===== src/grm_ram.sv =====
// Generic single-write, single-read RAM with registered read data.
`default_nettype none
module grm_ram #(
  parameter int unsigned WIDTH = 8,
  parameter int unsigned DEPTH = 16,
  parameter int unsigned AW    = (DEPTH > 1) ? $clog2(DEPTH) : 1
) (
  input  wire logic             clk_i,
  input  wire logic             we_i,
  input  wire logic [AW-1:0]    waddr_i,
  input  wire logic [WIDTH-1:0] wdata_i,
  input  wire logic [AW-1:0]    raddr_i,
  output logic      [WIDTH-1:0] rdata_o
);

  logic [WIDTH-1:0] mem_q [DEPTH];

  // Write port and registered read port
  always_ff @(posedge clk_i) begin
    if (we_i) begin
      mem_q[waddr_i] <= wdata_i;
    end
    rdata_o <= mem_q[raddr_i];
  end

endmodule
`default_nettype wire


===== config.mk =====
export PLATFORM = sky130hd
export DESIGN_NAME = grm_ram
export DESIGN_NICKNAME = d
export VERILOG_FILES = /design/src/grm_ram.sv
export SDC_FILE = /design/constraint.sdc
export NUM_CORES = 1
export LEC_CHECK = 0
export BUFFER_PORTS_ARGS = -buffer_cell sky130_fd_sc_hd__buf_2
export CAP_MARGIN = 40
export CORE_MARGIN = 4
export CORE_UTILIZATION = 55
export CTS_BUF_LIST = sky130_fd_sc_hd__clkbuf_16
export DETAILED_ROUTE_END_ITERATION = 10
export GPL_TIMING_DRIVEN = 1
export PLACE_DENSITY = 0.83
export SLEW_MARGIN = 15
export SYNTH_ARGS = -nofsm -noshare
export SYNTH_HDL_FRONTEND = slang
export SYNTH_SLANG_ARGS = --single-unit

===== constraint.sdc =====
create_clock -name clk_i -period 1.9 [get_ports clk_i]
set_input_delay 0.285 -clock clk_i [delete_from_list [all_inputs] [get_ports clk_i]]
set_output_delay 0.285 -clock clk_i [all_outputs]
set_load 0.01 [all_outputs]

==> impl_metrics.tcl <==
set metrics [dict create \
    status "finished clean" \
    crit_fanout 11 \
    max_slew.worst_pin.slew_ns 0.410 \
    drt-pass1-iter-count 4 \
    r2r_setup_slack_ns 0.46 \
    ys_ff_latch 136 \
    dr.first_iter.drc_count 289 \
    synth_most_common_cell "edfxtp_1" \
    crit_type "input port to flip-flop" \
    p_total_w 0.00741 \
    io_buffers 25 \
    power.density_mw_per_mm2 1200 \
    tns_ns 0 \
    drv_slew 0 \
    async_flop_share 0 \
    synthTopCellsByCount "edfxtp_1, mux4_2, a22oi_1" \
    dieArea_mm2 0.0110 \
    coreArea_mm2 0.00920 \
    ant_nets 0 \
    grt.total_usage 0.222 \
    start_util 0.560 \
    startpoint_type "input port" \
    synth_area_mm2 0.00515 \
    yosys.area.top_type "edfxtp_1" \
    drc 0 \
    globalRoute.totalOverflow 0 \
    layout-drive-gt1-share 0.324 \
    routed_wl_mm 11.4 \
    gp_congestion 0.812 \
    cts_hold_buf 0 \
    rows 35 \
    setup_viol_count_final 0 \
    critPathArrivalTime_ns 1.75 \
    viasPerCell 6.40 \
    max_freq_mhz 681 \
    post_cts_buffers 0 \
    cp_data_required_time_ns 2.18 \
    syn-instance-count 229 \
    grt_max_degree 17 \
    cts_resized 0 \
    num_vias 2622 \
    fin_crit_ns 1.47 \
    cts-root-buf "clkbuf_16" \
    wire_per_inst_um 27.7 \
    numClockSinks 136 \
    fin_nets 304 \
    io_pins 26 \
    finalHoldViolations 0 \
    yosysUniqueCellTypes 19 \
    synth_ff_type "edfxtp_1" \
    synth.top_cell.area_share 0.747 \
    antenna_found_initial 0 \
    cts_buffers 17 \
    maxSlewHeadroom 0.727 \
    tritoncts "built" \
    drv_cap 0 \
    worst_clock_skew_ns 0.0101 \
    clock_path_buffers 2 \
    holdCritPathClass "input port to flip-flop" \
    synth_edf_count 128 \
    dieHeight_um 105 \
    area_delta_synth_final_pct 20.1 \
    die_w_um 105 \
    hold_ws_ns 0.247 \
    avgSynthCellArea_um2 22.5 \
    antenna_cells 0 \
    vdd_ir_drop_max_v 0.000885 \
    synth_area_leaders "edfxtp_1, mux4_2, mux4_1" \
    yosysSeqAreaShare 0.778 \
    grt_pass1_vias 2761 \
    setup.worst_path.end_class "flip-flop" \
    syn_nets 247 \
    clock_latency_ns 0.41 \
    clk_pin_slew_ns 0.06 \
    rsz0062_at_grt "false" \
    h-tree-depth 4 \
    place.detailed.hpwl_mm 6.66 \
    total_leakage_power_nw 2.15 \
    post-route-util 0.672 \
    post-route-period-util 0.772 \
    grt_first_pass_wirelength_mm 17.0 \
    yosysWarnings 0 \
]
metal layers:
layer | wire length, µm | track usage | part of all wire
met1 | 4480 | 0.305 | 0.39
met4 | 283 | 0.0787 | 0.025
met3 | 762 | 0.0544 | 0.067
met2 | 5830 | 0.351 | 0.51
met5 | 0 | 0 | 0
worst max-delay path, cell delays in order:
cell and delay [ns]:
buf_2 0.18, buf_4 0.27, mux4_1 0.59, a22oi_1 0.30, nand2_1 0.12
layout make-up:
class                   instances  area (µm²)
fillers                       554        3010
repair buffers                 48         310
flip-flops and latches        136        4000
well taps                     111         139
clock buffers                  17         425
multi-input cells              83        1060
clock inverters                15         248
logic make-up (layout without fill, tap and decap cells):
family	after synthesis	count (layout)	share of synthesized area
multiplexers	32	32	0.150
flip-flops	136	136	0.778
buffers and inverters	10	80	0.0168
AND/OR/NAND/NOR	35	35	0.0318
AO/OA/AOI/OAI	16	16	0.0233
path summary, 6_finish.rpt:
| check | start | endpoint | depth (start not counted) |
|---|---|---|---|
| setup / recovery | raddr_i[0] | rdata_o[5] | 5 |
| hold / removal | wdata_i[2] | mem_q[11][2] | 1 |
| setup reg to reg | mem_q[11][7] | rdata_o[7] | 3 |
| hold reg to reg | mem_q[7][7] | rdata_o[7] | 3 |
registers in the layout, indices dropped and copies added, names as in the netlist:
name / cells
mem_q: 128
rdata_o: 8
where the power goes:
| group | internal (W) | leakage (nW) | switching [W] |
|---|---|---|---|
| Sequential | 0.00336 | 1.22 | 0.0000291 |
| Combinational | 0.000138 | 0.596 | 0.000194 |
| Clock | 0.00247 | 0.328 | 0.00122 |
metrics by stage:
| stage | instance area, µm² | std cells | setup WS [ns] |
|---|---|---|---|
| floorplan | 5150 | 229 | 0.122 |
| global placement | 5510 | 378 | 0.126 |
| detailed placement | 5510 | 378 | 0.0937 |
| CTS | 6180 | 410 | 0.439 |
| global route | 6180 | 410 | 0.372 |
| finish | 6180 | 410 | 0.432 |
cells in the final DEF (no fill, tap or decap):
master	netlist	layout
a22oi_1	16	16
and2_1	1	1
and2b_1	1	1
buf_12	0	1
buf_2	3	25
buf_4	1	22
bufinv_16	0	6
clkbuf_16	0	17
clkinv_1	0	1
clkinv_4	0	1
clkinvlp_4	0	1
dfxtp_1	8	8
edfxtp_1	128	128
inv_1	0	1
inv_6	0	5
mux4_1	14	14
mux4_2	18	18
nand2_1	9	9
nand2b_1	2	2
nand3_1	1	1
nand3b_1	2	2
nor2_1	13	13
nor2b_1	1	1
nor3_1	4	4
or3b_2	1	1
(Power assumes the default switching activity.)
